$ cat src/rtl/core/svs_pkg.sv
`default_nettype none
// ----------------------------------------------------------------------------
// svs_pkg
// Shared constants, types and the signed compare for the value sorter.
// ----------------------------------------------------------------------------
package svs_pkg;

    localparam int DATA_W      = 64;
    localparam int DEPTH_DEF   = 64;

    typedef struct packed {
        logic wr_en;
        logic rd_en;
    } t_mem_ctl;

    function automatic logic signed_less(
        input logic signed [DATA_W-1:0] a,
        input logic signed [DATA_W-1:0] b
    );
        return a < b;
    endfunction

endpackage : svs_pkg
`default_nettype wire

$ cat src/rtl/core/svs_mem.sv
`default_nettype none
// ----------------------------------------------------------------------------
// svs_mem
// Value store: one write port and one read port with registered read data.
// ----------------------------------------------------------------------------
module svs_mem
    import svs_pkg::*;
#(
    parameter int DEPTH = DEPTH_DEF,
    parameter int AW    = $clog2(DEPTH)
) (
    input  wire logic              i_clk,
    input  wire t_mem_ctl          i_ctl,
    input  wire logic [AW-1:0]     i_waddr,
    input  wire logic [DATA_W-1:0] i_wdata,
    input  wire logic [AW-1:0]     i_raddr,
    output logic      [DATA_W-1:0] o_rdata
);

    logic [DATA_W-1:0] r_mem [DEPTH];
    logic [DATA_W-1:0] r_rdata;

    always_ff @(posedge i_clk) begin
        if (i_ctl.wr_en) begin
            r_mem[i_waddr] <= i_wdata;
        end
    end

    always_ff @(posedge i_clk) begin
        if (i_ctl.rd_en) begin
            r_rdata <= r_mem[i_raddr];
        end
    end

    assign o_rdata = r_rdata;

endmodule : svs_mem
`default_nettype wire

$ cat src/rtl/core/svs_ctrl.sv
`default_nettype none
// ----------------------------------------------------------------------------
// svs_ctrl
// Sequencer: inserts each loaded word into the sorted store one compare per
// step, then reads the store out in either direction.
// ----------------------------------------------------------------------------
module svs_ctrl
    import svs_pkg::*;
#(
    parameter int DEPTH = DEPTH_DEF,
    parameter int AW    = $clog2(DEPTH),
    parameter int CW    = $clog2(DEPTH + 1)
) (
    input  wire logic              i_clk,
    input  wire logic              i_rst_n,
    input  wire logic              start,
    output logic                   busy,
    input  wire logic [DATA_W-1:0] i_data_value,
    input  wire logic              i_last_in,
    input  wire logic              i_desc,
    output t_mem_ctl               o_mem_ctl,
    output logic      [AW-1:0]     o_waddr,
    output logic      [DATA_W-1:0] o_wdata,
    output logic      [AW-1:0]     o_raddr,
    input  wire logic [DATA_W-1:0] i_rdata,
    output logic                   o_valid,
    output logic                   o_last_out
);

    typedef enum logic [1:0] {
        S_IDLE,
        S_INS_RD,
        S_INS_CMP,
        S_EMIT
    } t_state;

    t_state            r_state, n_state;
    logic [DATA_W-1:0] r_val, n_val;
    logic              r_last, n_last;
    logic [AW-1:0]     r_j, n_j;
    logic [CW-1:0]     r_count, n_count;
    logic [AW-1:0]     r_k, n_k;
    logic              r_desc, n_desc;
    logic              r_valid, n_valid;
    logic              r_last_out, n_last_out;
    logic              emit_end;
    logic [CW-1:0]     rev_addr;

    assign emit_end = (CW'(r_k) == (r_count - CW'(1)));
    assign rev_addr = r_count - CW'(1) - CW'(r_k);

    always_comb begin
        n_state         = r_state;
        n_val           = r_val;
        n_last          = r_last;
        n_j             = r_j;
        n_count         = r_count;
        n_k             = r_k;
        n_desc          = r_desc;
        n_valid         = 1'b0;
        n_last_out      = 1'b0;
        o_mem_ctl.wr_en = 1'b0;
        o_mem_ctl.rd_en = 1'b0;
        o_waddr         = r_j;
        o_wdata         = r_val;
        o_raddr         = r_j - AW'(1);

        unique case (r_state)
            S_IDLE: begin
                if (start) begin
                    n_k    = '0;
                    n_desc = i_desc;
                    if (r_count < CW'(DEPTH)) begin
                        n_val   = i_data_value;
                        n_last  = i_last_in;
                        n_j     = r_count[AW-1:0];
                        n_state = S_INS_RD;
                    end else if (i_last_in) begin
                        n_state = S_EMIT;
                    end
                end
            end
            S_INS_RD: begin
                if (r_j == '0) begin
                    o_mem_ctl.wr_en = 1'b1;
                    n_count         = r_count + CW'(1);
                    n_state         = r_last ? S_EMIT : S_IDLE;
                end else begin
                    o_mem_ctl.rd_en = 1'b1;
                    n_state         = S_INS_CMP;
                end
            end
            S_INS_CMP: begin
                o_mem_ctl.wr_en = 1'b1;
                if (signed_less(r_val, i_rdata)) begin
                    o_wdata = i_rdata;
                    n_j     = r_j - AW'(1);
                    n_state = S_INS_RD;
                end else begin
                    n_count = r_count + CW'(1);
                    n_state = r_last ? S_EMIT : S_IDLE;
                end
            end
            S_EMIT: begin
                o_mem_ctl.rd_en = 1'b1;
                o_raddr         = r_desc ? rev_addr[AW-1:0] : r_k;
                n_valid         = 1'b1;
                n_last_out      = emit_end;
                n_k             = r_k + AW'(1);
                if (emit_end) begin
                    n_count = '0;
                    n_state = S_IDLE;
                end
            end
            default: begin
                n_state = S_IDLE;
            end
        endcase
    end

    always_ff @(posedge i_clk) begin
        if (!i_rst_n) begin
            r_state    <= S_IDLE;
            r_count    <= '0;
            r_valid    <= 1'b0;
            r_last_out <= 1'b0;
        end else begin
            r_state    <= n_state;
            r_count    <= n_count;
            r_valid    <= n_valid;
            r_last_out <= n_last_out;
            r_val      <= n_val;
            r_last     <= n_last;
            r_j        <= n_j;
            r_k        <= n_k;
            r_desc     <= n_desc;
        end
    end

    assign busy       = (r_state != S_IDLE);
    assign o_valid    = r_valid;
    assign o_last_out = r_last_out;

endmodule : svs_ctrl
`default_nettype wire

$ cat src/rtl/core/signed_value_sorter.sv
`default_nettype none
// ----------------------------------------------------------------------------
// signed_value_sorter
// Loads a set of signed words and emits them sorted, ascending or descending.
// ----------------------------------------------------------------------------
// Channel  | Handshake               | Payload
// ---------+-------------------------+------------------------------------
// input    | start, busy             | i_data_value, i_last_in
// result   | o_valid (one cycle)     | o_sorted_value, o_last_out
// config   | i_cfg_we                | i_cfg_wdata (sort_descending)
//
// A word is inserted into the sorted store as it arrives, one read and one
// compare-and-write per position checked, each stored word greater than it
// moving up one place. A word past the depth is dropped; busy is not raised to
// insert it. A marked word then reads the n words out while busy stays high;
// each result appears in the cycle after its read, so the last one comes once
// busy has fallen. Reset is synchronous and clears the fill count and control
// only; the store needs no clearing pass. The receiver cannot stall.
// ----------------------------------------------------------------------------
module signed_value_sorter
    import svs_pkg::*;
#(
    parameter int DEPTH = DEPTH_DEF
) (
    input  wire logic                     i_clk,
    input  wire logic                     i_rst_n,
    input  wire logic                     start,
    output logic                          busy,
    input  wire logic signed [DATA_W-1:0] i_data_value,
    input  wire logic                     i_last_in,
    input  wire logic                     i_cfg_we,
    input  wire logic                     i_cfg_wdata,
    output logic                          o_valid,
    output logic signed [DATA_W-1:0]      o_sorted_value,
    output logic                          o_last_out
);

    localparam int AW = $clog2(DEPTH);
    localparam int CW = $clog2(DEPTH + 1);

    logic              r_desc;
    t_mem_ctl          mem_ctl;
    logic [AW-1:0]     waddr;
    logic [AW-1:0]     raddr;
    logic [DATA_W-1:0] wdata;
    logic [DATA_W-1:0] rdata;

    always_ff @(posedge i_clk) begin
        if (!i_rst_n) begin
            r_desc <= 1'b0;
        end else if (i_cfg_we) begin
            r_desc <= i_cfg_wdata;
        end
    end

    svs_ctrl #(
        .DEPTH (DEPTH),
        .AW    (AW),
        .CW    (CW)
    ) u_ctrl (
        .i_clk        (i_clk),
        .i_rst_n      (i_rst_n),
        .start        (start),
        .busy         (busy),
        .i_data_value (i_data_value),
        .i_last_in    (i_last_in),
        .i_desc       (r_desc),
        .o_mem_ctl    (mem_ctl),
        .o_waddr      (waddr),
        .o_wdata      (wdata),
        .o_raddr      (raddr),
        .i_rdata      (rdata),
        .o_valid      (o_valid),
        .o_last_out   (o_last_out)
    );

    svs_mem #(
        .DEPTH (DEPTH),
        .AW    (AW)
    ) u_mem (
        .i_clk   (i_clk),
        .i_ctl   (mem_ctl),
        .i_waddr (waddr),
        .i_wdata (wdata),
        .i_raddr (raddr),
        .o_rdata (rdata)
    );

    assign o_sorted_value = rdata;

endmodule : signed_value_sorter
`default_nettype wire
$ cat config.mk
export PLATFORM = sky130hd
export DESIGN_NAME = signed_value_sorter
export DESIGN_NICKNAME = d
export VERILOG_FILES = /design/src/rtl/core/svs_pkg.sv /design/src/rtl/core/svs_mem.sv /design/src/rtl/core/svs_ctrl.sv /design/src/rtl/core/signed_value_sorter.sv
export SDC_FILE = /design/constraint.sdc
export NUM_CORES = 2
export LEC_CHECK = 0
export ABC_AREA = 1
export ABC_CLOCK_PERIOD_IN_PS = 6600
export BUFFER_PORTS_ARGS = -buffer_cell sky130_fd_sc_hd__buf_2
export CORE_ASPECT_RATIO = 1.75
export CORE_UTILIZATION = 40
export DETAILED_ROUTE_END_ITERATION = 16
export HOLD_SLACK_MARGIN = 0.08
export SYNTH_ARGS = -nofsm -noshare
export SYNTH_HDL_FRONTEND = slang
export SYNTH_SLANG_ARGS = --single-unit
$ cat constraint.sdc
create_clock -name i_clk -period 6.6 [get_ports i_clk]
set_input_delay 0.33 -clock i_clk [delete_from_list [all_inputs] [get_ports i_clk]]
set_output_delay 0.33 -clock i_clk [all_outputs]
set_load 0.05 [all_outputs]
Word-level counts from Yosys, hierarchy flattened. Memories as Yosys holds them, arrays and structs flattened. A register that Yosys moved wholly into a read port is not among the register bits. Cells that the tools add are included.

Reduce and logical (&&, ||, !) cells: 13. Equality and inequality tests: 11. Mux-type cells: 29. Add/sub/neg operators: 5. Magnitude comparators: 2.

Operators by type and width (number): $mux 64 (2); $lt 64x64->1 (1); $mux 6 (6); $pmux 6 s2 (2); $mux 7 (3); $pmux 7 s3 (1); $mux 2 (7); $reduce_and 3->1 (3); $ne 2x1->1 const B (4); $pmux 2 s4 (1); $reduce_and 4->1 (2); $add 7x1->7 const B (1); $eq 6x7->1 (1); $lt 7x7->1 const B (1); $sub 7x1->7 const B (1); $add 6x1->6 const B (1); $logic_not 6->1 (1); $reduce_bool 2->1 (3); $sub 6x1->6 const B (1); $sub 6x6->6 (1); $mux 1 (5); $reduce_and 5->1 (1); $eq 2x2->1 const B (2); $ne 2x2->1 const B (2); 6 further kinds (7).

Memories: 1. Output and inout port bits: 67. Input bits: 70. Register bits: 90. Word-level logic and storage cells: 71. Memory bits (writable): 4096.

Memory list: u_mem.r_mem (words 64, bits a word 64, read ports 1, clocked after memory_dff 1, write ports 1, RTL line svs_mem.sv:20) `logic [DATA_W-1:0] r_mem [DEPTH];`.

Logic depth before layout (Yosys ltp).
Word-level depth: 5. Mapped depth: 20.

Cells and area by module. Synthesis repeated with hierarchy kept, for this count alone.

Cells, all modules: 14129. Area total of the unflattened synthesis: 172027.5 um^2.

Modules (own cells, without submodules): svs_mem (seq. area each 124919.8 um^2, cells an instance 13405, instances 1, area an instance 165946.7 um^2); svs_ctrl (seq. area each 2562.5 um^2, cells an instance 718, instances 1, area an instance 6039.5 um^2); signed_value_sorter (seq. area each 20.0 um^2, cells an instance 6, instances 1, area an instance 41.3 um^2).

Least setup slack after synthesis. Ideal clock, no wire load.

Path type: register -> register. Start: reg u_ctrl.r_j[0], in the netlist u_ctrl.o_waddr[0]. End: mem u_mem.r_mem[42][0], enable pin. Stages on the path, launching flop included: 9. Buffers on the path: 0. Data arrival time: 6.175 ns. Slack: -0.153 ns. Library setup time: 0.578 ns. Clock period less this slack: 6.753 ns. Path through: edfxtp_1 -> inv_2 -> ha_1 -> nand3_1 -> nor2_1 -> a21oi_1 -> nor2_1 -> inv_1 -> nor3b_1.

Word-level cells in the longest chain between the ends: 5.

RTL lines: from (decl) (RTL line svs_ctrl.sv:40) `logic [AW-1:0] r_j, n_j;`; from (signal assigned) (RTL line svs_ctrl.sv:134) `r_j <= n_j;`; $logic_not 6->1 (RTL line svs_ctrl.sv:84) `if (r_j == '0) begin`; $mux 1 (RTL line svs_ctrl.sv:84); $pmux 1 s2 (RTL line svs_ctrl.sv:68) `unique case (r_state)`; $mux 1 (RTL line svs_mem.sv:24) `if (i_ctl.wr_en) begin`; $mux 1 (not written as such) (RTL line svs_mem.sv:25) `r_mem[i_waddr] <= i_wdata;`; to (decl) (RTL line svs_mem.sv:20).

Parallel ways exist; a longest one is shown, timed or not.

Final worst setup path.
Start: reg u_mem.r_rdata[52], in the netlist u_mem.o_rdata[52], read port of u_mem.r_mem. End: mem u_mem.r_mem[17][9], data pin.

Word-level cells in the longest chain between the ends: 3.

RTL lines: from (decl) (RTL line svs_mem.sv:21) `logic [DATA_W-1:0] r_rdata;`; $lt 64x64->1 (RTL line svs_pkg.sv:20) `return a < b;`; $mux 64 (RTL line svs_ctrl.sv:95) `if (signed_less(r_val, i_rdata)) begin`; $mux 64 (RTL line svs_ctrl.sv:68); named net u_ctrl.o_wdata[9] (RTL line svs_ctrl.sv:23) `output logic [DATA_W-1:0] o_wdata,`.

The timed path passes the listed nets, and every way through them passes these cells.

==> impl_metrics.yaml <==
clocking:
  numCtsBuffers: 358
  htree_levels: 5
  cts.sinks: 4250
  max-clock-path-buffers: 4
  tritoncts: "built"
  cts-root-buf: "clkbuf_16"
  clk_pin_slew_ns: 0.07
  clk_latency_ns: 0.97
  cts_setup_buffers: 0
critical_path:
  cp-start-kind: "flop"
  crit_path_max_fanout: 38
  cp-end-kind: "flop"
  cp_num_buf_inv: 3
  slowest_delay_ns: 0.76
  setup.worst_path.class: "flop to flop"
  crit_cells: 12
  cp-endpoint: "u_mem.r_mem[17][9]"
  regToRegSetupSlack_ns: 1.24
  r2r_start: "u_mem.o_rdata[52]"
  path_cells: "inv_1, ha_1, nand4_1, nor3_1, nand2_1, nor2_1, nand2_1, nand3_1, nand3_4, buf_12, o21ai_4, buf_4"
  critPathMostFrequentCell: "nand2_1"
  regToRegEndpoint: "u_mem.r_mem[17][9]"
  worst-r2r-cell-count: 12
  crit_family: "simple AND/OR/NAND/NOR gates"
  cp-startpoint: "u_mem.o_rdata[52]"
  slowest_stage: "edfxtp_1"
  arrival_ns: 6.09
  crit_required_ns: 7.33
yosys:
  avgSynthCellArea_um2: 14.4
  yosysWarnings: 0
  synth.top_cells.by_area: "edfxtp_1, o211ai_1, or2_2"
  synthCells: 12063
  yosysTopAreaCell: "edfxtp_1"
  synth_common_cells: "edfxtp_1, o211ai_1, nand3_1"
  ys_types: 48
  synth_seq_cells: 4250
  syn_area_um2: 173000
  synth-async-reset-ratio: 0
  yosysMostFrequentCell: "edfxtp_1"
  yosys_most_used_dff: "edfxtp_1"
  synth_top_area_share: 0.735
  synth_nets: 12210
  ys_seq_area_frac: 0.736
  synth_edf_count: 4238
global_routing:
  grt.met2_usage: 0.450
  grt_use_total: 0.271
  antenna_found_initial: 34
  first_global_vias: 106679
  grt_util_met1: 0.332
  grt_pass1_wl_mm: 831
  grt_busiest_layer: "met2"
  grtUsageMet3: 0.0506
  grt_max_degree: 200
  grt_overflow_total: 0
place:
  portBuffers: 136
  detailed_place_hpwl_mm: 306
  gp_congestion: 0.832
detailed_routing:
  wl_per_cell_um: 33.7
  drtPass1Iterations: 8
  routed_via_density: 6.16
  dr.first_iter.drc_count: 14664
  drc: 0
  vias: 111170
  ant_nets: 0
  routed_wl_mm: 608
sta:
  skew_ns: 0.0689
  finalSetupViolations: 0
  finalHoldViolCount: 0
  fin_tns_setup_ns: 0
  maxSlewViolCount: 0
  whs_ns: 0.161
  rsz0062_at_grt: "no"
  period_minus_slack_ns: 5.36
  worst_slew_pin_slew_ns: 1.31
  max_freq_mhz: 186
  fin_crit_sh: 0.812
  relSlewSlack: 0.123
job:
  drv_cap: 0
die:
  pin_count: 137
  die_w_um: 499
  dieArea_um2: 436000
  die_h_um: 873
  placementRows: 319
  initial_core_util: 0.402
  core_um2: 431000
finish:
  drive_above_1_share: 0.177
  seq_area_um2: 128000
  fill_cells: 37600
  syn2layout_area_growth_pct: 12.5
  multiInputGateArea_um2: 42000
  finalNetCount: 12277
power_and_ir_drop:
  power_density_nw_per_um2: 444
  power.total_w: 0.0866
  ir_drop_mv: 0.458
  p_leak_nw: 60.4
min_path:
  hp-class: "primary input to flop"
status:
  outcome: "finished, final reports clean"
worst register-to-register path: cells and delay by family (launching register included):
kind            cells  cell delay, ns
buf+inv             3            1.15
simple gates        7            2.05
fa+ha+maj           1            0.36
flops               1            0.76
compound gates      1            0.83
stage by stage:
stage	cells	worst slack (ns)	area, µm²	utilization
detailed placement	17313	1.50	183000	0.424
global placement	17313	1.55	183000	0.424
floorplan	12063	-0.153	173000	-
finish	18035	1.24	195000	0.452
CTS	18025	1.44	195000	0.452
global route	18030	1.18	195000	0.452
routing by layer:
metal / wire [µm] / up-vias
met3: 58200 / 1471
li1: - / 46315
met4: 37500 / 20
met5: 124 / -
met2: 292000 / 6129
met1: 220000 / 57235
cell usage in the layout (no fill, tap or decap), types with 276 or more instances in the layout:
cell and n:
or2_1 411, a21oi_1 558, o21ai_1 276, edfxtp_1 4238, nand2_1 369, clkbuf_16 362
o21ai_0 423, o21bai_1 384, or2_2 991, nand3_1 1185, buf_4 279, o211ai_1 1603
worst min-delay path by stage:
stage / from / to / slack, ns / cells after the start
after detailed placement: i_data_value[41] / u_ctrl.r_val[41] / 0.52 / 1
after CTS: i_data_value[1] / u_ctrl.r_val[1] / 0.08 / 2
after global placement: i_data_value[15] / u_ctrl.r_val[15] / 0.52 / 1
after global routing: i_data_value[23] / u_ctrl.r_val[23] / 0.15 / 2
after floorplan: r_desc / u_ctrl.r_desc / 0.40 / 0
final: i_data_value[23] / u_ctrl.r_val[23] / 0.16 / 2
cell type report:
type | instances | share of cell area
multi-input cells | 6712 | 0.216
clock buffers | 433 | 0.0478
clock inverters | 205 | 0.0108
flip-flops and latches | 4250 | 0.654
well taps | 5617 | 0.0361
repair buffers | 620 | 0.0315
diodes | 10 | 0.000128
inverters | 188 | 0.00393
sequential cells by signal, summed over array words and instances (netlist names):
register,count
r_desc,1
u_ctrl.o_last_out,1
u_ctrl.o_valid,1
u_ctrl.o_waddr,6
u_ctrl.r_count,7
u_ctrl.r_desc,1
u_ctrl.r_k,6
u_ctrl.r_last,1
u_ctrl.r_state,2
u_ctrl.r_val,64
u_mem.o_rdata,64
u_mem.r_mem,4096
repair_timing:
item | CTS | global route
gates resized for setup | 0 | 0
hold endpoints to repair | 76 | 0
hold buffers | 74 | 0
kinds of logic (layout without fill, tap and decap cells):
group | Yosys count | count (layout) | share of synthesized area
multiplexers | 1 | 1 | 0.0000578
flip-flops | 4250 | 4250 | 0.736
AO/OA/AOI/OAI | 3361 | 3361 | 0.127
AND/OR/NAND/NOR | 3259 | 3259 | 0.102
XOR/XNOR | 14 | 14 | 0.000708
adder cells (fa/ha/maj) | 77 | 77 | 0.00560
buffers and inverters | 1101 | 1446 | 0.0287
other | 0 | 10 | 0
report_power, final:
part	total [W]	switching, W	internal (W)
registers	0.0324	0.000287	0.0321
logic	0.0327	0.0231	0.00962
clock network	0.0215	0.00988	0.0116
Note: power is estimated with default switching activity, not from simulation.
